===== config.mk =====
export PLATFORM = sky130hd
export DESIGN_NAME = msm_exp
export DESIGN_NICKNAME = d
export VERILOG_FILES = /design/src/hdl/msm_pkg.sv /design/src/hdl/msm_exp.sv
export SDC_FILE = /design/constraint.sdc
export NUM_CORES = 1
export LEC_CHECK = 0
export ABC_AREA = 1
export BUFFER_PORTS_ARGS = -buffer_cell sky130_fd_sc_hd__clkbuf_2
export CELL_PAD_IN_SITES_DETAIL_PLACEMENT = 0
export CELL_PAD_IN_SITES_GLOBAL_PLACEMENT = 2
export CORE_MARGIN = 5
export CORE_UTILIZATION = 36
export CTS_CLUSTER_DIAMETER = 120
export CTS_CLUSTER_SIZE = 20
export DETAILED_ROUTE_END_ITERATION = 7
export HOLD_SLACK_MARGIN = 0.1
export PLACE_DENSITY = 0.84
export SYNTH_ARGS = -nofsm -noshare
export SYNTH_HDL_FRONTEND = slang
export SYNTH_SLANG_ARGS = --single-unit
export TNS_END_PERCENT = 30

===== constraint.sdc =====
create_clock -name i_clk -period 5.22 [get_ports i_clk]
set_clock_uncertainty 0.2 [all_clocks]
set_input_delay 1.044 -clock i_clk [delete_from_list [all_inputs] [get_ports i_clk]]
set_output_delay 1.044 -clock i_clk [all_outputs]
set_load 0.03 [all_outputs]

===== src/hdl/msm_pkg.sv =====
package msm_pkg;

    localparam int MAX_ENTRIES_DEF = 64;
    localparam int LOG_W   = 32;
    localparam int FAC_W   = 16;
    localparam int PROB_W  = 17;
    localparam int IDX_W   = 6;
    localparam int VAL_W   = 42;
    localparam int ARG_W   = 21;
    localparam int SUM_W   = 23;
    localparam int NUM_W   = 34;
    localparam int DEN_W   = 23;
    localparam int CFG_IDX_W = 1;

    localparam logic [PROB_W-1:0] ONE_Q16   = 17'd65536;
    localparam logic [16:0]       LOG2E_Q16 = 17'd94548;
    localparam logic [ARG_W-1:0]  ARG_CAP   = 21'h1FFFFF;
    localparam logic [FAC_W-1:0]  FAC_RESET = 16'd256;

    typedef enum logic [CFG_IDX_W-1:0] {
        REG_MODE   = 1'b0,
        REG_FACTOR = 1'b1
    } t_reg;

    typedef enum logic [3:0] {
        S_LOAD, S_UNI_GO, S_UNI_WT, S_MX, S_RD, S_DAT,
        S_DIFF, S_EXPW, S_QW, S_NW, S_OW, S_EMIT
    } t_state;

    typedef enum logic [1:0] {P_EXP, P_NRM, P_Q, P_OUT} t_pass;
    typedef enum logic [1:0] {K_DIV, K_ZERO, K_UNIF} t_kind;

    // Q0.16 values of 2^(-2^-k), k = 1 .. 16
    function automatic logic [15:0] pow2_frac(input logic [3:0] k);
        logic [15:0] v;
        case (k)
            4'd0:  v = 16'd46341;
            4'd1:  v = 16'd55109;
            4'd2:  v = 16'd60097;
            4'd3:  v = 16'd62757;
            4'd4:  v = 16'd64132;
            4'd5:  v = 16'd64830;
            4'd6:  v = 16'd65182;
            4'd7:  v = 16'd65359;
            4'd8:  v = 16'd65447;
            4'd9:  v = 16'd65492;
            4'd10: v = 16'd65514;
            4'd11: v = 16'd65525;
            4'd12: v = 16'd65530;
            4'd13: v = 16'd65533;
            default: v = 16'd65535;
        endcase
        return v;
    endfunction

    // floor(v * f / 256), or plain sign extension in inverse mode
    function automatic logic signed [VAL_W-1:0] temper_val(
        input logic signed [LOG_W-1:0] v,
        input logic [FAC_W-1:0] f,
        input logic mode
    );
        logic signed [48:0] prod;
        prod = v * $signed({1'b0, f});
        if (mode)
            return VAL_W'(v);
        return VAL_W'(prod >>> 8);
    endfunction

endpackage


===== src/hdl/msm_exp.sv =====
module msm_exp (
    input  logic                         i_clk,
    input  logic                         i_rst_n,
    input  logic                         i_start,
    input  logic [msm_pkg::ARG_W-1:0]    i_arg,
    output logic                         o_busy,
    output logic                         o_done,
    output logic [msm_pkg::PROB_W-1:0]   o_res
);
    logic [37:0] t_full;
    logic [33:0] step_prod;
    logic [15:0] r_f;
    logic [5:0]  r_n;
    logic [msm_pkg::PROB_W-1:0] r_r;
    logic [3:0]  r_k;
    logic        r_busy;
    logic        r_done;

    // convert to base two: t = m * log2(e)
    assign t_full    = i_arg * msm_pkg::LOG2E_Q16;
    assign step_prod = r_r * msm_pkg::pow2_frac(r_k) + 34'd32768;

    // one fraction bit per cycle, half bit first
    always_ff @(posedge i_clk) begin
        if (!i_rst_n) begin
            r_busy <= 1'b0;
            r_done <= 1'b0;
        end else begin
            r_done <= 1'b0;
            if (i_start) begin
                r_busy <= 1'b1;
                r_k    <= '0;
                r_r    <= msm_pkg::ONE_Q16;
                r_f    <= t_full[31:16];
                r_n    <= t_full[37:32];
            end else if (r_busy) begin
                if (r_f[15])
                    r_r <= step_prod[32:16];
                r_f <= {r_f[14:0], 1'b0};
                r_k <= r_k + 4'd1;
                if (r_k == 4'd15) begin
                    r_busy <= 1'b0;
                    r_done <= 1'b1;
                end
            end
        end
    end

    assign o_busy = r_busy;
    assign o_done = r_done;
    assign o_res  = (r_n >= 6'd17) ? '0 : (r_r >> r_n);
endmodule


==> run metrics, run 1 <==
cts bufs inserted=9; insertion delay to the later sink of the worst-skew pair=350 ps; starting utilization of the core area=0.3616; final clock period utilization by the worst path=1.082; IO Port Bufs=42; class of the worst hold path=flip-flop to flip-flop; Worst Slack Setup Final=-430.2 ps; Initial DRT Pass Iterations=5; Starting DRT DRC Count=606; number of buffers added to fix hold violations after cts=0; DP Wirelength=approximately 48,000 um; hold wc startpoint=r_f[9]; horizontal die dimension=around 240 um; number of stages on the worst hold path=2; Max Fclk=~180 MHz; Syn. warnings=0; count of nets left with antenna violations after detail routing=0; GRT Overall Usage=0.1944; Avg WL per Cell=15.86 um; Core Footprint=52,240 um^2; first-pass GRT wire length=89,760 um; Mean Syn Cell Area=~7.7 um^2; Yosys cell types=a little under 50; fin. max-slew vios=0; final hold viol count=0; arrival time at the worst endpoint=around 5600 ps; largest net degree at the start of global routing=36; most used cells in the layout excluding fill and tap cells=618 x inv_1, 524 x nand2_1, 298 x fa_1; Synth async-reset ratio=0; Synth Flop Type=edfxtp_1; Cells after Synth=2,463; routed wire length=roughly 54,000 um; unrepaired setup endpoints after global routing=yes; result of the run=complete, but fails checks; R2R Path Start=r_r[2]; slew of the pin with the lowest slew margin=958.3 ps; worst-case setup slack after placement=-747.1 ps; I/O pin cnt=43; worst setup path class=flip-flop to flip-flop; Residual DRC=0; number of cells on the worst reg-to-reg path=19; Placement Cell Area=22,250 um^2; end-of-flow core utilization=0.4488; Worst Setup End Kind=flip-flop; most common cell after layout, fill and taps aside=inv_1; Worst setup startpoint=r_r[2]; growth of design area from synthesis to finish=24.12%; post-synth design cell area=18,890 um^2; Total Nets Final=3,332; placer's final routability congestion estimate=0.9241; GRT overflow=0; Worst setup SP type=flip-flop; # setup viols final=38; initial antenna violation count=0; Die Span Y=~240 um; EDFF count, synth=43; Max FO, Critical Path=4; Die Outline Area=57,140 um^2; Vias/cell=4.682; TritonCTS Sinks=60; diodes inserted=0; maximum clock path buffer count=2; Slew headroom=0.3596; deepest level of the CTS H-tree=3; Synth Register Bits=60; number of global-route vias before repair=17,510; sequential fraction of the synthesis area=0.08639; total nets after synthesis=3,073; fraction of final layout cells sized beyond drive strength 1=0.2281; via count=between 15,000 and 20,000; min cycle time layout=roughly 5700 ps; area of all placed cells without fillers=between 20,000 and 25,000 um^2; floorplan row count=84; clock tree from TritonCTS=done; clock transition time at the flip-flop clock pins of the worst setup and hold paths=roughly 70 ps; violated checks=setup timing; count of max-cap constraint violations=0; data required time of the worst path=5120 ps; cell at the root of the clock tree=clkbuf_16
[repair_timing]
| action | in CTS | in global routing |
|---|---|---|
| cloned | 0 | 0 |
| resized for setup | 101 | 140 |
| pin swaps | 41 | 77 |
| endpoints found under the setup margin | 39 | 39 |
| setup buffers | 5 | 7 |
[layer usage]
layer	up-vias	track usage	share of wire
met4	0	0.05741	0.033
met5	-	0	0
met2	238	0.3586	0.52
met3	95	0.01096	0.020
met1	7763	0.2455	0.43
li1	7894	-	-
[stage by stage]
| stage | cells | setup TNS [ps] | hold WS (ps) |
|---|---|---|---|
| after floorplan | 2463 | -3169 | 294.5 |
| after global placement | 3387 | -21050 | 303.0 |
| after detailed placement | 3387 | -22130 | 305.3 |
| after CTS | 3408 | -11030 | 317.4 |
| after global routing | 3415 | -17710 | 355.5 |
| final | 3415 | -10540 | 325.0 |
[synth_stat cells (all sizes together), types with 4 or more instances]
cell,n,area [um^2]
inv,656,2465
nand2,595,2288
fa,306,6126
ha,280,3503
nor2,145,588.1
a21oi,98,494.2
o21ai,80,415.4
nand3,74,385.4
clkbuf,58,221.5
edfxtp,43,1291
buf,21,130.1
dfxtp,17,340.3
nor3,15,90.09
nand4,13,81.33
nand3b,8,60.06
a31oi,7,43.79
o21bai,7,56.30
or2,6,37.54
nor4,5,43.79
o211ai,4,30.03
xnor2,4,35.03
xor2,4,35.03
[layout make-up]
| class | instances | area, um^2 |
|---|---|---|
| Tap cell | 688 | 860.8 |
| Timing Repair Buffer | 327 | 2605 |
| Fill cell | 5235 | 28790 |
| Inverter | 656 | 2467 |
| Clock buffer | 9 | 225.2 |
| Multi-Input combinational cell | 1668 | 15560 |
| Sequential cell | 60 | 1650 |
| Clock inverter | 7 | 75.07 |
[path summary, 6_finish.rpt]
kind	end	slack [ps]
min reg2reg	r_f[10]	330
max reg2reg	r_r[11]	-430
max	r_r[11]	-430
min	r_f[10]	330
[worst max-delay path, stage by stage, from the launching register on]
cell and delay, ps:
edfxtp_1 570, buf_6 150, nand2_1 60, fa_1 490, inv_1 50, fa_1 510, fa_2 470, fa_1 550
fa_1 510, inv_1 60, fa_1 500, inv_2 50, ha_4 330, nand2_8 90, nor2_4 140, inv_4 60
nor4_4 280, nand2_2 110, a21oi_2 150, nor2_1 50
[cell families after synthesis]
logic type	share of synthesized area
AOI/OAI and AO/OA	0.05910
xor gates and xnor gates	0.003710
adders and majority gates	0.5099
buffers and inverters	0.1491
DFF	0.08639
muxes	0.0005300
and+or+nand+nor	0.1913
Power of run 1 is left out: the tool's default activity adds up to more than one toggle a clock period on the data nets, which glitch-free logic cannot reach.
==> run 2: changes to the inputs <==
PLACE_DENSITY = 0.8   (was 0.84)
==> run metrics, run 2 (synthesized netlist as in run 1, its figures left out) <==
total placed cells including tap cells=3,382 (-0.15%); IO Port Bufs=42 (unchanged); cts bufs inserted=9 (unchanged); DP Wirelength=47,370 um (-0.96%); number of stages on the worst hold path=2 (unchanged); via count=16,110 (+0.76%); CP Cell Sequence=buf_12 > buf_8 > nand2_2 > fa_1 > inv_1 > fa_1 > fa_1 > fa_1 > fa_1 > inv_2 > fa_1 > inv_2 > ha_4 > nand2_4 > nor2_4 > inv_2 > nor2_2 > and3_1 > nand2_1 > a21oi_1 > nor2_1; data required time of the worst path=5120 ps (about the same); count of nets left with antenna violations after detail routing=0 (unchanged); Starting DRT DRC Count=716 (+18%); min cycle time layout=5617 ps (-33.36 ps); Critical Path Most Common Cell=fa_1; final clock period utilization by the worst path=1.076 (-0.006392); cell at the root of the clock tree=clkbuf_16; violated checks=setup timing; diodes inserted=0 (unchanged); slew of the pin with the lowest slew margin=989.6 ps (+31.31 ps); clock tree from TritonCTS=done; floorplan row count=84 (unchanged); Worst Setup End Kind=flip-flop; arrival time at the worst endpoint=5520 ps (-30 ps); most used cells in the layout excluding fill and tap cells=614 x inv_1, 527 x nand2_1, 294 x fa_1; worst-case register-to-register setup slack=-400 ps (+30 ps); Worst Hold Endpoint=r_f[5]; most common cell after layout, fill and taps aside=inv_1; fin. max-slew vios=0 (unchanged); combined buffer and inverter count along the critical path=6 (+1); maximum clock path buffer count=2 (unchanged); Die Outline Area=57,140 um^2 (unchanged); Residual DRC=0 (unchanged); terminus of the critical flop-to-flop path=r_r[15]; insertion delay to the later sink of the worst-skew pair=350 ps (about the same); fraction of final layout cells sized beyond drive strength 1=0.2354 (+0.007355); Core Footprint=52,240 um^2 (unchanged); number of global-route vias before repair=17,200 (-1.7%); GRT overflow=0 (unchanged); count of max-cap constraint violations=0 (unchanged); worst setup path class=flip-flop to flip-flop; routed wire length=54,050 um (-0.19%); clock transition time at the flip-flop clock pins of the worst setup and hold paths=70 ps (about the same); end-of-flow core utilization=0.4523 (+0.003545); GRT Overall Usage=0.1950 (+0.0005740); Total Nets Final=3,337 (+0.15%); met2 wirelength from detailed routing=26,760 um (-4.5%); Slew headroom=0.3387 (-0.02092); Max Fclk=178.0 MHz (+0.59%); Avg WL per Cell=15.81 um (-0.31%); area of all placed cells without fillers=23,630 um^2 (+0.79%); class of the worst hold path=flip-flop to flip-flop; number of cells on the worst reg-to-reg path=21 (+2); I/O pin cnt=43 (unchanged); slowest cell on the critical path=fa_1; starting utilization of the core area=0.3616 (unchanged); final hold viol count=0 (unchanged); highest cell delay on the worst timing path=560 ps (about the same); deepest level of the CTS H-tree=3 (unchanged); Worst Slack Setup Final=-396.8 ps (+33.37 ps); cell family with most CP delay=adder cells; Vias/cell=4.712 (+0.65%); Max FO, Critical Path=6 (+2); horizontal die dimension=239.0 um (unchanged); largest net degree at the start of global routing=36 (unchanged); TritonCTS Sinks=60 (unchanged); Initial DRT Pass Iterations=5 (unchanged); first-pass GRT wire length=90,150 um (+0.43%); result of the run=complete, but fails checks; non-filler cells, final=3,419 (+0.12%); top metal layer carrying routed signals=met4; # setup viols final=38 (unchanged); unrepaired setup endpoints after global routing=yes; hold wc startpoint=r_f[4]; R2R Path Start=r_r[6]; placer's final routability congestion estimate=0.9031 (-2.3%); number of buffers added to fix hold violations after cts=0 (unchanged); length of routed met3 wiring=1351 um (+27%); Worst setup SP type=flip-flop; Die Span Y=239.0 um (unchanged); initial antenna violation count=0 (unchanged); Placement Cell Area=22,150 um^2 (-0.45%); metal1 wirelength=24,880 um (+6.8%); growth of design area from synthesis to finish=25.10%
==> run 2: timing repair <==
item	in CTS	in global routing
pin swaps	43	67
setup endpoints to repair	39	39
gates cloned	0	0
endpoints found under the hold margin	0	0
setup buffers	17	7
resized for setup	65	210
==> run 2: how the worst max path moves through the flow <==
stage	slack, ps	to	cells after the start	from
3_5_place_dp	-800	r_n[3]	23	i_arg[7]
3_3_place_gp	-800	r_f[10]	21	i_arg[5]
5_1_grt	-600	r_r[4]	23	r_r[5]
6_report	-400	r_r[15]	21	r_r[6]
2_1_floorplan	-170	r_n[2]	22	i_arg[5]
4_1_cts	-470	r_r[8]	23	r_r[4]
==> run 2: worst min-delay path, delay by kind of cell (launching register included) <==
family           cells  cell delay (ps)
flip-flops           1              320
AND/OR/NAND/NOR      2              110
==> run 2: layout make-up <==
cell class,count,area (um^2)
tap,688,860.8
sequential,60,1643
timing repair buffer,332,2623
fill,5256,28610
clock inverter,5,77.57
multi-input combinational,1668,15730
clock buffer,10,229.0
inverter,656,2467
==> run 2: per-stage QoR <==
| stage | hold slack (ps) | setup TNS (ps) | setup WS [ps] |
|---|---|---|---|
| after floorplan | 294.5 | -3169 | -170.8 |
| after global placement | 302.9 | -24330 | -799.7 |
| after detailed placement | 312.0 | -25090 | -804.5 |
| after CTS | 326.2 | -13840 | -471.6 |
| after global routing | 348.2 | -16360 | -598.6 |
| final | 318.1 | -9415 | -396.8 |
==> run 2: per-layer routing <==
layer,track usage,up-vias
met2,0.3404,216
li1,-,7909
met1,0.2692,7919
met3,0.01546,68
met5,0,-
met4,0.03562,0
Power of run 2 is left out for the same reason.
