<file path="src/hdl/msm_pkg.sv">
package msm_pkg;

    localparam int MAX_ENTRIES_DEF = 64;
    localparam int LOG_W   = 32;
    localparam int FAC_W   = 16;
    localparam int PROB_W  = 17;
    localparam int IDX_W   = 6;
    localparam int VAL_W   = 42;
    localparam int ARG_W   = 21;
    localparam int SUM_W   = 23;
    localparam int NUM_W   = 34;
    localparam int DEN_W   = 23;
    localparam int CFG_IDX_W = 1;

    localparam logic [PROB_W-1:0] ONE_Q16   = 17'd65536;
    localparam logic [16:0]       LOG2E_Q16 = 17'd94548;
    localparam logic [ARG_W-1:0]  ARG_CAP   = 21'h1FFFFF;
    localparam logic [FAC_W-1:0]  FAC_RESET = 16'd256;

    typedef enum logic [CFG_IDX_W-1:0] {
        REG_MODE   = 1'b0,
        REG_FACTOR = 1'b1
    } t_reg;

    typedef enum logic [3:0] {
        S_LOAD, S_UNI_GO, S_UNI_WT, S_MX, S_RD, S_DAT,
        S_DIFF, S_EXPW, S_QW, S_NW, S_OW, S_EMIT
    } t_state;

    typedef enum logic [1:0] {P_EXP, P_NRM, P_Q, P_OUT} t_pass;
    typedef enum logic [1:0] {K_DIV, K_ZERO, K_UNIF} t_kind;

    // Q0.16 values of 2^(-2^-k), k = 1 .. 16
    function automatic logic [15:0] pow2_frac(input logic [3:0] k);
        logic [15:0] v;
        case (k)
            4'd0:  v = 16'd46341;
            4'd1:  v = 16'd55109;
            4'd2:  v = 16'd60097;
            4'd3:  v = 16'd62757;
            4'd4:  v = 16'd64132;
            4'd5:  v = 16'd64830;
            4'd6:  v = 16'd65182;
            4'd7:  v = 16'd65359;
            4'd8:  v = 16'd65447;
            4'd9:  v = 16'd65492;
            4'd10: v = 16'd65514;
            4'd11: v = 16'd65525;
            4'd12: v = 16'd65530;
            4'd13: v = 16'd65533;
            default: v = 16'd65535;
        endcase
        return v;
    endfunction

    // floor(v * f / 256), or plain sign extension in inverse mode
    function automatic logic signed [VAL_W-1:0] temper_val(
        input logic signed [LOG_W-1:0] v,
        input logic [FAC_W-1:0] f,
        input logic mode
    );
        logic signed [48:0] prod;
        prod = v * $signed({1'b0, f});
        if (mode)
            return VAL_W'(v);
        return VAL_W'(prod >>> 8);
    endfunction

endpackage

</file>
<file path="src/hdl/msm_div.sv">
module msm_div (
    input  logic                        i_clk,
    input  logic                        i_rst_n,
    input  logic                        i_start,
    input  logic [msm_pkg::NUM_W-1:0]   i_num,
    input  logic [msm_pkg::DEN_W-1:0]   i_den,
    output logic                        o_busy,
    output logic                        o_done,
    output logic [msm_pkg::NUM_W-1:0]   o_quo
);
    logic [msm_pkg::NUM_W-1:0] r_quo;
    logic [msm_pkg::DEN_W-1:0] r_den;
    logic [msm_pkg::DEN_W:0]   r_rem;
    logic [msm_pkg::DEN_W:0]   rem_sh;
    logic [5:0] r_cnt;
    logic       r_busy;
    logic       r_done;
    logic       fit;

    assign rem_sh = {r_rem[msm_pkg::DEN_W-1:0], r_quo[msm_pkg::NUM_W-1]};
    assign fit    = rem_sh >= {1'b0, r_den};

    // restoring division, one quotient bit per cycle
    always_ff @(posedge i_clk) begin
        if (!i_rst_n) begin
            r_busy <= 1'b0;
            r_done <= 1'b0;
        end else begin
            r_done <= 1'b0;
            if (i_start) begin
                r_busy <= 1'b1;
                r_quo  <= i_num;
                r_den  <= i_den;
                r_rem  <= '0;
                r_cnt  <= '0;
            end else if (r_busy) begin
                r_rem <= fit ? rem_sh - {1'b0, r_den} : rem_sh;
                r_quo <= {r_quo[msm_pkg::NUM_W-2:0], fit};
                r_cnt <= r_cnt + 6'd1;
                if (r_cnt == 6'(msm_pkg::NUM_W - 1)) begin
                    r_busy <= 1'b0;
                    r_done <= 1'b1;
                end
            end
        end
    end

    assign o_busy = r_busy;
    assign o_done = r_done;
    assign o_quo  = r_quo;
endmodule

</file>
<file path="config.mk">
export PLATFORM = sky130hd
export DESIGN_NAME = msm_div
export DESIGN_NICKNAME = d
export VERILOG_FILES = /design/src/hdl/msm_pkg.sv /design/src/hdl/msm_div.sv
export SDC_FILE = /design/constraint.sdc
export NUM_CORES = 1
export LEC_CHECK = 0
export BUFFER_PORTS_ARGS = -buffer_cell sky130_fd_sc_hd__buf_2
export CORE_MARGIN = 4
export CORE_UTILIZATION = 49
export DETAILED_ROUTE_END_ITERATION = 8
export PLACE_DENSITY = 0.75
export RECOVER_POWER = 25
export SLEW_MARGIN = 40
export SYNTH_ARGS = -nofsm -noshare
export SYNTH_HDL_FRONTEND = slang
export SYNTH_SLANG_ARGS = --single-unit
export TNS_END_PERCENT = 1
</file>
<file path="constraint.sdc">
create_clock -name i_clk -period 2.8 [get_ports i_clk]
set_input_delay 0.56 -clock i_clk [delete_from_list [all_inputs] [get_ports i_clk]]
set_output_delay 0.56 -clock i_clk [all_outputs]
set_load 0.05 [all_outputs]
</file>
==> results.txt, run 1 <==
- Run status: finished, final reports clean
- Highest attainable clock frequency: 367 MHz
* Num CTS Buffers: 9
- In the synthesized netlist the dominant register cell turns out to be sky130_fd_sc_hd__edfxtp_1.
* Number of enable flip-flop cells after synthesis: 86
- The initial utilization of the core area, before any placement, comes to 50.4%.
* Count of maximum capacitance violations: 0
- STA puts the critical path data arrival time at 2.82 ns.
* Leading cell types in the layout, fill and taps excluded: 94 x sky130_fd_sc_hd__buf_2, 86 x sky130_fd_sc_hd__edfxtp_1, 55 x sky130_fd_sc_hd__nand2_1
- Dividing the synthesized area by the synthesized cell count gives 11.5 um^2.
- IR analysis of the VDD net gives a maximum drop of 0.383 mV.
* Final period utilization: 97.2%
- The first global-routing pass estimated 17000 um of wire.
* Number of distinct library cells after synthesis: 55
* Total core area: 0.00982 mm^2
- Clock transition at the registers of the reported paths: 0.09 ns
- Post-route DRC: 0
- Before CTS, the worst setup slack after placement is 0.0632 ns.
- Kind of end point of the critical path: flop
- Across the routed clock network, the largest skew measured is 0.0129 ns.
- Floorplan die area: 0.0118 mm^2
- In this run the cell area of the synthesized design comes to 0.00495 mm^2.
* Highest net fanout along the worst path: 19
- Layout-stage area growth over the synthesis result: 19.9%
- Deepest level of the CTS H-tree: 3
* Delay of the slowest cell on the worst path: 0.56 ns
* Data required, critical path: 2.90 ns
- Clock tree from TritonCTS: done
- For flop-to-flop paths, the worst setup slack is 0.08 ns.
* RR Endpoint: r_rem[1]
- Using the TritonRoute via totals, the vias-per-cell ratio works out to 5.46.
- Measured in cells, the most critical reg-to-reg path has a length of 9.
* Maximum number of pins on one net before global-route repair: 38
- Worst Hold Launch: i_den[20]
- Combined buffer and inverter count along the critical path: 1
* Share of the synthesized area in the top cell type: 52.1%
- Summing the sequential cell areas from Yosys gives 52.9% of the chip area.
* Ports: 96
- Max stage delay cell, worst path: sky130_fd_sc_hd__or4_4
* Setup Crit Path Kind: reg2reg
- Instance area at placement: 0.00567 mm^2
- Number of nets still failing antenna checks after routing: 0
- Post-route cell area: 0.00594 mm^2
- Across every metal layer, demand over resource in global routing totals 18.5%.
* Worst-skew pair later-pin latency: 0.37 ns
- The clock period could shrink to 2.72 ns.
- Number of endpoints with negative hold slack in the final report: 0
* WHS Path Cells: 1
- The number of global-route vias before repair is 3548.
- After synthesis the netlist holds a flip-flop and latch count of 88.
- The clock passes through at most 2 buffers.
- Summed over all cells, the static leakage comes to 2.44 nW.
* Total of endpoints with negative setup slack in the final report: 0
- Biggest area consumer among synthesized cells: sky130_fd_sc_hd__edfxtp_1
- Category of the worst setup path launch point: flop
- Power spread over the standard cell area amounts to 607 mW/mm^2.
- The die is 109 um tall.
- The number of nets handed over by synthesis was 517.
- For this design, the sink count on the clock tree is 88.
- Routability Congestion: 0.976
- In this run the horizontal extent of the chip is 109 um.
- Fraction of synthesis flops using an asynchronous set or reset pin: 0%
* Unrepaired setup endpoints after global routing: true
* Hold-fix buffer count after cts: 0
- Final core utilization: 60.5%
- On the critical path the largest part of the delay comes from simple AND/OR/NAND/NOR gates.
* Most common cell after layout, fill and taps aside: sky130_fd_sc_hd__buf_2
- Cells with a size suffix above 1 make up 33.9% of the layout.
- Post-Synthesis Cells: 431
- The Yosys step of the flow raised 0 warnings.
- The number of antenna violations at the first check in global routing was 0.
* Routed length per placed instance: 16.3 um
* Worst hold path class: in2reg
- Count of port buffers added during placement: 95
- Detailed Place HPWL: 8180 um
* Number of detailed-route iterations in the first pass: 5
- The number of pins exceeding their max-slew limit in the final report was 0.
* Total negative setup slack: 0 ns
- After synthesis, the cell types taking the most area are sky130_fd_sc_hd__edfxtp_1 52%, sky130_fd_sc_hd__mux2_2 7.7%, sky130_fd_sc_hd__ha_1 6.3%.
- After detailed routing, the total wire length is 11000 um.
- Setup slack closes at 0.0789 ns.
* Net count reported at finish: 626
* Sequence of cells on the critical path: ha_1, a21oi_2, nand2_1, o211ai_4, a31oi_4, or4_4, buf_12, nor2_2, a211oi_2
- After global routing the overflow that remains totals 0.
- DR vias: 3704
* Worst-Margin Slew: 1.44 ns
* Worst flop-to-flop path startpoint: r_rem[6]
* Max-slew headroom at the worst pin: 4.02%
- The repair_antennas step left the layout with diodes totalling 0.
- Row generation in the floorplan step produced 36 rows.
- Iteration-0 DRC Markers: 157
- CTS placed an instance of sky130_fd_sc_hd__clkbuf_8 at the clock tree root.
- For hold timing, the worst endpoint is r_den[20].
-- sequential cells by signal, indices dropped and copies added (netlist names) --
register  flops
o_done        1
o_quo        34
r_rem        23
r_cnt         6
r_den        23
o_busy        1
-- cell families (layout without fill, tap and decap cells) --
family / count (synthesis) / count (layout) / synth area share, %
simple gates: 118 / 118 / 10.8
xor+xnor: 18 / 18 / 3.18
buf+inv: 45 / 159 / 4.19
compound gates: 101 / 101 / 14.2
fa+ha+maj: 26 / 26 / 6.72
mux: 35 / 35 / 7.93
flops: 88 / 88 / 52.9
-- final cells by class --
class                   count  area (um^2)
clock buffers              11          141
clock inverters             5         63.8
fillers                   871         3880
inverters                  29          109
multi-input cells         298         2180
flip-flops and latches     88         2620
well taps                 133          166
repair buffers            114          651
-- synthesized netlist by cell type, drive strengths merged (2+ instances only) --
cell type and count:
inv 29, nand4 2, nand2b 4, a31oi 5
mux2 34, o21a 4, o21bai 4, nand2 55
or3 2, ha 25, a211oi 6, nor2 26
a21oi 40, edfxtp 86, clkbuf 5, nor3 7
o211ai 4, xnor2 10, dfxtp 2, o21ai 17
a21o 8, a21boi 3, buf 11, nor4 3
nand3 13, o31ai 2, xor2 8
-- per-stage QoR --
| step | power, mW | hold slack (ns) | cells |
|---|---|---|---|
| 6_report | 3.60 | 0.359 | 678 |
| 5_1_grt | 3.77 | 0.349 | 678 |
| 4_1_cts | 3.59 | 0.340 | 675 |
| 3_5_place_dp | 2.67 | 0.539 | 659 |
| 3_3_place_gp | 2.65 | 0.536 | 659 |
| 2_1_floorplan | 2.42 | 0.549 | 431 |
-- metal layers --
layer	track usage, %	part of all wire, %
met5	0	0
met4	4.96	1.6
met3	4.30	6.2
met2	29.3	47
met1	25.7	45
-- worst register-to-register path, stage by stage (launching register included) --
cell and delay, ns:
sky130_fd_sc_hd__edfxtp_1 0.42, sky130_fd_sc_hd__ha_1 0.37, sky130_fd_sc_hd__a21oi_2 0.20, sky130_fd_sc_hd__nand2_1 0.13, sky130_fd_sc_hd__o211ai_4 0.25, sky130_fd_sc_hd__a31oi_4 0.13, sky130_fd_sc_hd__or4_4 0.56, sky130_fd_sc_hd__buf_12 0.19
sky130_fd_sc_hd__nor2_2 0.13, sky130_fd_sc_hd__a211oi_2 0.06
-- worst max-delay path by stage --
stage | start | endpoint | slack, ns | cells after the start
3_3_place_gp | o_quo[33] | r_rem[12] | 0.09 | 11
3_5_place_dp | o_quo[33] | r_rem[12] | 0.06 | 11
5_1_grt | r_rem[6] | r_rem[21] | -0.003 | 9
6_report | r_rem[6] | r_rem[1] | 0.08 | 9
2_1_floorplan | i_start | o_quo[0] | 0.01 | 2
4_1_cts | o_quo[33] | r_rem[12] | 0.01 | 11
-- power breakdown --
| part | internal (mW) | total, mW | switching (mW) |
|---|---|---|---|
| clock network | 0.445 | 0.926 | 0.481 |
| registers | 1.58 | 1.63 | 0.0511 |
| logic | 0.411 | 1.05 | 0.635 |
-- what timing repair did --
| item | CTS | global route |
|---|---|---|
| endpoints found under the setup margin | 0 | 17 |
| resized for setup | 0 | 7 |
| setup buffers | 0 | 3 |
No activity file was read; power rests on OpenSTA's default activity.
==> run 2: changes to the inputs <==
--- a/config.mk
+++ b/config.mk
@@ -9,6 +9,7 @@
 export CORE_MARGIN = 4
 export CORE_UTILIZATION = 49
 export DETAILED_ROUTE_END_ITERATION = 8
+export GPL_ROUTABILITY_DRIVEN = 0
 export PLACE_DENSITY = 0.75
 export RECOVER_POWER = 25
 export SLEW_MARGIN = 40
==> constraint.sdc (replaced) <==
create_clock -name i_clk -period 2.8 [get_ports i_clk]
set_input_delay 0.28 -clock i_clk [delete_from_list [all_inputs] [get_ports i_clk]]
set_output_delay 0.28 -clock i_clk [all_outputs]
set_load 0.05 [all_outputs]
==> run 2 against run 1 <==
  * Worst hold slack got worse by 0.28 ns
  * Clock power decreased by 3.1%
  * Maximum frequency increased by 0.18%
  * Register-to-register slack about the same
  * Clock skew decreased by 0.0014 ns
  * Clock-buffer cell count decreased by 1
  * First-iteration DRC count increased by 43%
  * Combinational power decreased by 4%
  * Largest cell class unchanged
==> results.txt, run 2 (same netlist as run 1, synthesis figures left out) <==
- Leading cell types in the layout, fill and taps excluded: 94 x sky130_fd_sc_hd__buf_2, 86 x sky130_fd_sc_hd__edfxtp_1, 55 x sky130_fd_sc_hd__nand2_1
- Number of inserted filler cells in the final layout: 830 (-4.7%)
* Max stage delay cell, worst path: sky130_fd_sc_hd__or4_4
- Comb power frac: 28.5% (-0.5 points)
- Routed length per placed instance: 15.9 um (-2.5%)
* Iteration-0 DRC Markers: 224 (+43%)
* Highest attainable clock frequency: 368 MHz (+0.18%)
* Total core area: 0.00982 mm^2 (unchanged)
- The maximum fanout encountered on the critical timing path was 14 (-5).
- The count of buffer and inverter cells on the critical path is 0 (-1).
* Post-route DRC: 0 (unchanged)
- The power per unit of standard cell area is 604 mW/mm^2 (-0.45%).
- Max-slew headroom at the worst pin: 4.78% (+0.76 points)
* Share of cells above drive strength 1: 33.1% (-0.86 points)
- The y dimension of the die is 109 um (unchanged).
- The flow ran to the end, and the final reports show no timing, DRC or antenna violations.
- Final period utilization: 97.0% (-0.17 points)
- The final clock skew was 0.0115 ns (-0.00135 ns).
* Category of the worst setup path launch point: flop
- Number of detailed-route iterations in the first pass: 5 (unchanged)
- Hold-fix buffer count after cts: 0 (unchanged)
- Total GRT Usage: 18.5% (-0.028 points)
- The flip-flop count of the largest register, all copies and words added came to 34 (unchanged).
* Total power: 3.54 mW (-1.9%)
- The horizontal die dimension is 109 um (unchanged).
- The tightest min-delay check is of the in2reg type.
- The net switching fraction of the power was 32.5% (+0.12 points).
* Placement-stage worst setup slack: 0.0687 ns (+0.00545 ns)
* Via count normalized by instance count: 5.49 (+0.57%)
- Worst-Margin Slew: 1.43 ns (-0.0114 ns)
- The sum of routed wire length over all layers is 10700 um (-3.1%).
* Data required, critical path: 2.93 ns (+0.03 ns)
* Internal power component: 2.39 mW (-2.0%)
- Number of cells after detailed placement: 655 (-0.61%)
- Worst IR drop on VDD: 0.344 mV (-10%)
- The net count of the finished layout is 622 (-0.64%).
- The placement-stage cell area came to 0.00562 mm^2 (-0.97%).
- Count of maximum capacitance violations: 0 (unchanged)
* Number of endpoints with negative hold slack in the final report: 0 (unchanged)
- Data arrival time of the critical path: 2.85 ns (+0.03 ns)
* Delay of the slowest cell on the worst path: 0.65 ns (+0.09 ns)
* Total of endpoints with negative setup slack in the final report: 0 (unchanged)
* Number of antenna violations at the first check in global routing: 0 (unchanged)
* Worst hold margin: 0.0798 ns (-0.279 ns)
- Total negative setup slack: 0 ns (unchanged)
- The maximum number of pins on one net before global-route repair came to 36 (-5.3%).
- Clock transition at the registers of the reported paths: 0.09 ns (about the same)
- Overflow after GRT: 0 (unchanged)
* Deepest level of the CTS H-tree: 3 (unchanged)
* DR vias: 3703 (-0.027%)
- Delay-heaviest family, CP: compound AO/OA/AOI/OAI gates
- Compared with the post-synthesis result, the final layout area differs by 18.2%.
- Leakage component of the power: 2.41 nW (-1.3%)
* Final Max Tran Viols: 0 (unchanged)
- The core utilization of the finished layout was 59.6% (-0.85 points).
- Clock tree from TritonCTS: done
* Most common cell after layout, fill and taps aside: sky130_fd_sc_hd__buf_2
* Detailed Place HPWL: 7800 um (-4.7%)
- Worst-skew pair later-pin latency: 0.37 ns (about the same)
- Count of port buffers added during placement: 95 (unchanged)
* Relative contribution of sequential cells to total power: 46.1% (+0.8 points)
* Floorplan die area: 0.0118 mm^2 (unchanged)
- STA classifies the critical path endpoint as a flop.
* Sinks on Clock Net: 88 (unchanged)
* Ports: 96 (unchanged)
- First-pass GRT wire length: 17200 um (+1.3%)
- Clock Root Buffer: sky130_fd_sc_hd__clkbuf_8
- Number of nets still failing antenna checks after routing: 0 (unchanged)
- Total area of sequential cells: 0.00262 mm^2 (unchanged)
- The worst-case setup margin in the final layout is 0.0837 ns (+0.00487 ns).
- Sequence of cells on the critical path: ha_1, a21oi_1, o21ai_1, a21oi_4, a31oi_4, or4_4, mux2_2
- Area occupied by multi-input gates: 0.00217 mm^2 (-0.52%)
* Part of the power in the clock network: 25.4% (-0.3 points)
- Vias in the first global route: 3671 (+3.5%)
- The shortest period the worst path allows is 2.72 ns (-0.00487 ns).
- The setup path with the least slack is of type reg2reg.
- The initial cell density of the core came to 50.4% (unchanged).
* Site Rows: 36 (unchanged)
- Post-route cell area: 0.00585 mm^2 (-1.4%)
* P_sw: 1.15 mW (-1.5%)
- The number of buffers between clock root and the deepest sink came to 2 (unchanged).
- Num CTS Buffers: 9 (unchanged)
- The final cell count without fillers is 674 (-0.59%).
- Antenna diode count: 0 (unchanged)
==> run 2: cell count changes in the layout (fill, tap and decap cells not counted), moves of 2 or more <==
cell | previous run | this run
sky130_fd_sc_hd__a31oi_1 | 2 | 4
sky130_fd_sc_hd__buf_4 | 15 | 12
sky130_fd_sc_hd__buf_12 | 3 | 1
sky130_fd_sc_hd__a31oi_2 | 2 | 0
==> run 2: worst register-to-register path: stages, from the launching register on <==
cell                       delay, ns
sky130_fd_sc_hd__edfxtp_1       0.41
sky130_fd_sc_hd__ha_1           0.36
sky130_fd_sc_hd__a21oi_1        0.23
sky130_fd_sc_hd__o21ai_1        0.16
sky130_fd_sc_hd__a21oi_4        0.22
sky130_fd_sc_hd__a31oi_4        0.13
sky130_fd_sc_hd__or4_4          0.65
sky130_fd_sc_hd__mux2_2         0.31
==> run 2: final cells by class <==
cell class	count	area share [%]
Clock inverter	6	1.15
Timing Repair Buffer	109	10.0
Inverter	29	1.86
Sequential cell	88	44.8
Clock buffer	10	2.18
Multi-Input combinational cell	299	37.1
Tap cell	133	2.84
==> run 2: layer usage <==
layer  routed length (um)  vias to the layer above  track usage (%)  part of all wire [%]
li1                     -                     1799                -                     -
met1                 4600                     1748             24.8                    43
met2                 5120                      129             29.1                    48
met3                  784                       27             5.19                   7.3
met4                  193                        0             6.13                   1.8
met5                    0                        -                0                     0
==> run 2: path summary, 6_finish.rpt <==
| check | startpoint | endpoint | slack (ns) | cells past startpoint |
|---|---|---|---|---|
| hold reg to reg | o_busy | o_done | 0.57 | 1 |
| setup / recovery | r_rem[10] | o_quo[0] | 0.08 | 7 |
| hold / removal | i_den[19] | r_den[19] | 0.08 | 1 |
| setup reg to reg | r_rem[10] | o_quo[0] | 0.08 | 7 |
==> run 2: power groups by stage <==
stage / Sequential (mW) / Combinational (mW) / Clock (mW)
2_1_floorplan: 1.77 / 0.649 / 0
3_3_place_gp: 1.65 / 0.960 / 0
3_5_place_dp: 1.66 / 0.980 / 0
4_1_cts: 1.63 / 0.985 / 0.915
5_1_grt: 1.65 / 1.11 / 0.970
6_report: 1.63 / 1.01 / 0.897
==> run 2: what timing repair did <==
| action | CTS | global route |
|---|---|---|
| endpoints found under the setup margin | 0 | 24 |
| gates resized for setup | 0 | 5 |
| buffers inserted | 0 | 2 |
==> run 3: changes to the inputs <==
--- a/config.mk
+++ b/config.mk
@@ -12,6 +12,7 @@
 export GPL_ROUTABILITY_DRIVEN = 0
 export PLACE_DENSITY = 0.75
 export RECOVER_POWER = 25
+export REMOVE_ABC_BUFFERS = 1
 export SLEW_MARGIN = 40
 export SYNTH_ARGS = -nofsm -noshare
 export SYNTH_HDL_FRONTEND = slang
==> run 3 against run 2 <==
  * Wire length rose by 9.1%
  * Sequential share of layout area shrank 0.62 points
  * First-iteration DRC count rose by 4.9%
  * Clock skew shrank 0.0015 ns
  * Combinational power increased by 6%
  * Core utilization increased by 0.84 points
  * Non-clock buffer count increased by 7
  * Largest power group unchanged
  * Critical path depth up 2
  * Cell area up 1.4%
  * Total power rose by 1.6%
  * Highest routed layer unchanged
  * Largest cell class unchanged
  * Sequential power hardly changed
==> results.txt, run 3 (same netlist as run 1, synthesis figures left out) <==
* Switching power share of the total: 34.6% (+2.1 points)
- Number of nets still failing antenna checks after routing: 0 (unchanged)
- The length of the first detailed-routing pass in iterations came to 5 (unchanged).
- Initial cell density of the core: 50.4% (unchanged)
* Part of the power in the clock network: 24.8% (-0.6 points)
- The first-pass GRT wire length was 18100 um (+5.3%).
* Highest attainable clock frequency: 370 MHz (+0.60%)
* Count of port buffers added during placement: 95 (unchanged)
* Sinks on Clock Net: 88 (unchanged)
- The ratio of final minimum period to clock period is 96.4% (-0.58 points).
- The portion of total power attributed to sequential cells came to 45.5% (-0.6 points).
- Max-slew headroom at the worst pin: 31.1% (+26 points)
- The number of buffers between clock root and the deepest sink was 2 (unchanged).
- Worst hold path class: in2reg
- Most common cell after layout, fill and taps aside: sky130_fd_sc_hd__buf_2
* Worst hold margin: 0.0579 ns (-0.0219 ns)
- The core utilization of the finished layout was 60.4% (+0.84 points).
- The data required time of the critical path was 2.96 ns (+0.03 ns).
* Total of endpoints with negative setup slack in the final report: 0 (unchanged)
* Worst Clk Skew: 0.00999 ns (-0.00152 ns)
- The power per unit of standard cell area came to 605 mW/mm^2 (+0.16%).
- Antenna diode count: 0 (unchanged)
- Layout-stage area growth over the synthesis result: 19.8%
- The maximum fanout encountered on the critical timing path came to 7 (-7).
* Num CTS Buffers: 9 (unchanged)
- The total via count after detailed routing is 3874 (+4.6%).
- P_sw: 1.24 mW (+8.2%)
- The shortest period the worst path allows is 2.70 ns (-0.0161 ns).
* Internal power component: 2.35 mW (-1.6%)
- Max FFs per register: 34 (unchanged)
- Routed length per placed instance: 17.1 um (+7.6%)
- Clock transition at the registers of the reported paths: 0.10 ns (about the same)
- The latest clock arrival within the worst-skew pair is 0.39 ns (+0.02 ns).
- The worst setup path is of the reg2reg kind.
- Number of endpoints with negative hold slack in the final report: 0 (unchanged)
- Number of antenna violations at the first check in global routing: 0 (unchanged)
* Leakage component of the power: 2.45 nW (+1.5%)
* Post-route DRC: 0 (unchanged)
- Deepest level of the CTS H-tree: 3 (unchanged)
- The number of I/O pins is 96 (unchanged).
- Final std cells w/o fill: 683 (+1.3%)
- Iteration-0 DRC Markers: 235 (+4.9%)
* Number of cells after detailed placement: 661 (+0.92%)
* Comb power frac: 29.7% (+1.2 points)
- Total GRT Usage: 19.9% (+1.4 points)
- Total wirelength of the detailed-routed design: 11700 um (+9.1%)
* Worst-Margin Slew: 1.03 ns (-0.394 ns)
* Kind of end point of the critical path: flop
- The register-to-register setup slack was 0.1 ns (+0.02 ns).
- The post-DP HPWL came to 8030 um (+3.0%).
- The number of violations of the max-capacitance limit is 0 (unchanged).
- The net count of the finished layout was 631 (+1.4%).
- Setup repair after global routing could not meet its margin everywhere.
- Via count normalized by instance count: 5.67 (+3.2%)
* Worst IR drop on VDD: 0.410 mV (+19%)
* Floorplan die area: 0.0118 mm^2 (unchanged)
- The library cells used most frequently in the layout, excluding fill and tap cells, are 93 x sky130_fd_sc_hd__buf_2, 86 x sky130_fd_sc_hd__edfxtp_1, 55 x sky130_fd_sc_hd__nand2_1.
- The number of pins exceeding their max-slew limit in the final report came to 0 (unchanged).
- Overflow after GRT: 0 (unchanged)
* Maximum number of pins on one net before global-route repair: 33 (-8.3%)
* Site Rows: 36 (unchanged)
- The proportion of layout cells with a drive suffix above 1 came to 34.2% (+1.1 points).
* Total core area: 0.00982 mm^2 (unchanged)
- Walking the worst path, the cells encountered are inv_1, ha_1, fa_1, nand2b_1, a21oi_4, o211ai_4, a31oi_4, or4_4, mux2_2.
- Chip Height: 109 um (unchanged)
- The horizontal die dimension came to 109 um (unchanged).
- Hold-fix buffer count after cts: 0 (unchanged)
- The slowest stage of the critical path belongs to the cell sky130_fd_sc_hd__or4_4.
* Clock Root Buffer: sky130_fd_sc_hd__clkbuf_8
- Data arrival time of the critical path: 2.86 ns (about the same)
- Vias in the first global route: 3779 (+2.9%)
- TritonCTS built the clock tree.
* Category of the worst setup path launch point: flop
- Delay of the slowest cell on the worst path: 0.61 ns (-0.04 ns)
- Run status: finished, final reports clean
-- run 3: changes by cell type in the layout (fill, tap and decap cells not counted), sizes merged --
cell,previous run,this run
buf,107,113
inv,31,33
or4,2,4
bufinv,1,0
-- run 3: metal layers --
| layer | GRT usage [%] | vias to the layer above | routed length, um |
|---|---|---|---|
| met4 | 8.93 | 0 | 383 |
| met2 | 31.8 | 184 | 5360 |
| met1 | 24.3 | 1835 | 4740 |
| met5 | 0 | - | 0 |
| met3 | 7.04 | 40 | 1180 |
| li1 | - | 1815 | - |
-- run 3: cell type report --
cell class                 count  area [um^2]
timing repair buffer         116          644
clock inverter                 7         72.6
fill                         845         3880
inverter                      29          109
multi-input combinational    301         2200
sequential                    88         2620
tap                          133          166
clock buffer                   9          124
-- run 3: worst paths after layout --
path | from | end | cells after the start
min reg2reg | o_busy | o_done | 1
max | o_quo[33] | o_quo[0] | 9
min | i_den[12] | r_den[12] | 1
max reg2reg | o_quo[33] | o_quo[0] | 9
-- run 3: worst max-delay path: cells and delay by family, from the launching register on --
family / cells / cell delay [ns]
flops: 1 / 0.39
compound gates: 3 / 0.51
buf+inv: 1 / 0.07
mux: 1 / 0.29
fa+ha+maj: 2 / 0.38
simple gates: 2 / 0.82
-- run 3: power groups by stage --
| stage | clock (mW) | combinational [mW] | sequential [mW] |
|---|---|---|---|
| after CTS | 0.917 | 0.999 | 1.63 |
| after floorplan | 0 | 0.600 | 1.77 |
| final | 0.892 | 1.07 | 1.63 |
| after global routing | 0.960 | 1.17 | 1.65 |
| after global placement | 0 | 0.962 | 1.66 |
| after detailed placement | 0 | 0.990 | 1.66 |
-- run 3: stage by stage --
stage	cell area (um^2)	worst slack, ns	TNS (ns)	total power [mW]
2_1_floorplan	4850	-0.0414	-0.216	2.37
3_3_place_gp	5630	0.0592	0	2.62
3_5_place_dp	5640	-0.000111	-0.000111	2.65
4_1_cts	5840	0.0173	0	3.55
5_1_grt	5940	-0.0498	-0.154	3.77
6_report	5940	0.0999	0	3.59
-- run 3: timing repair --
| action | in CTS | in global routing |
|---|---|---|
| cloned | 0 | 3 |
| pin swaps | 0 | 3 |
| setup endpoints to repair | 2 | 24 |
| buffers inserted | 0 | 3 |
| gates resized for setup | 1 | 8 |
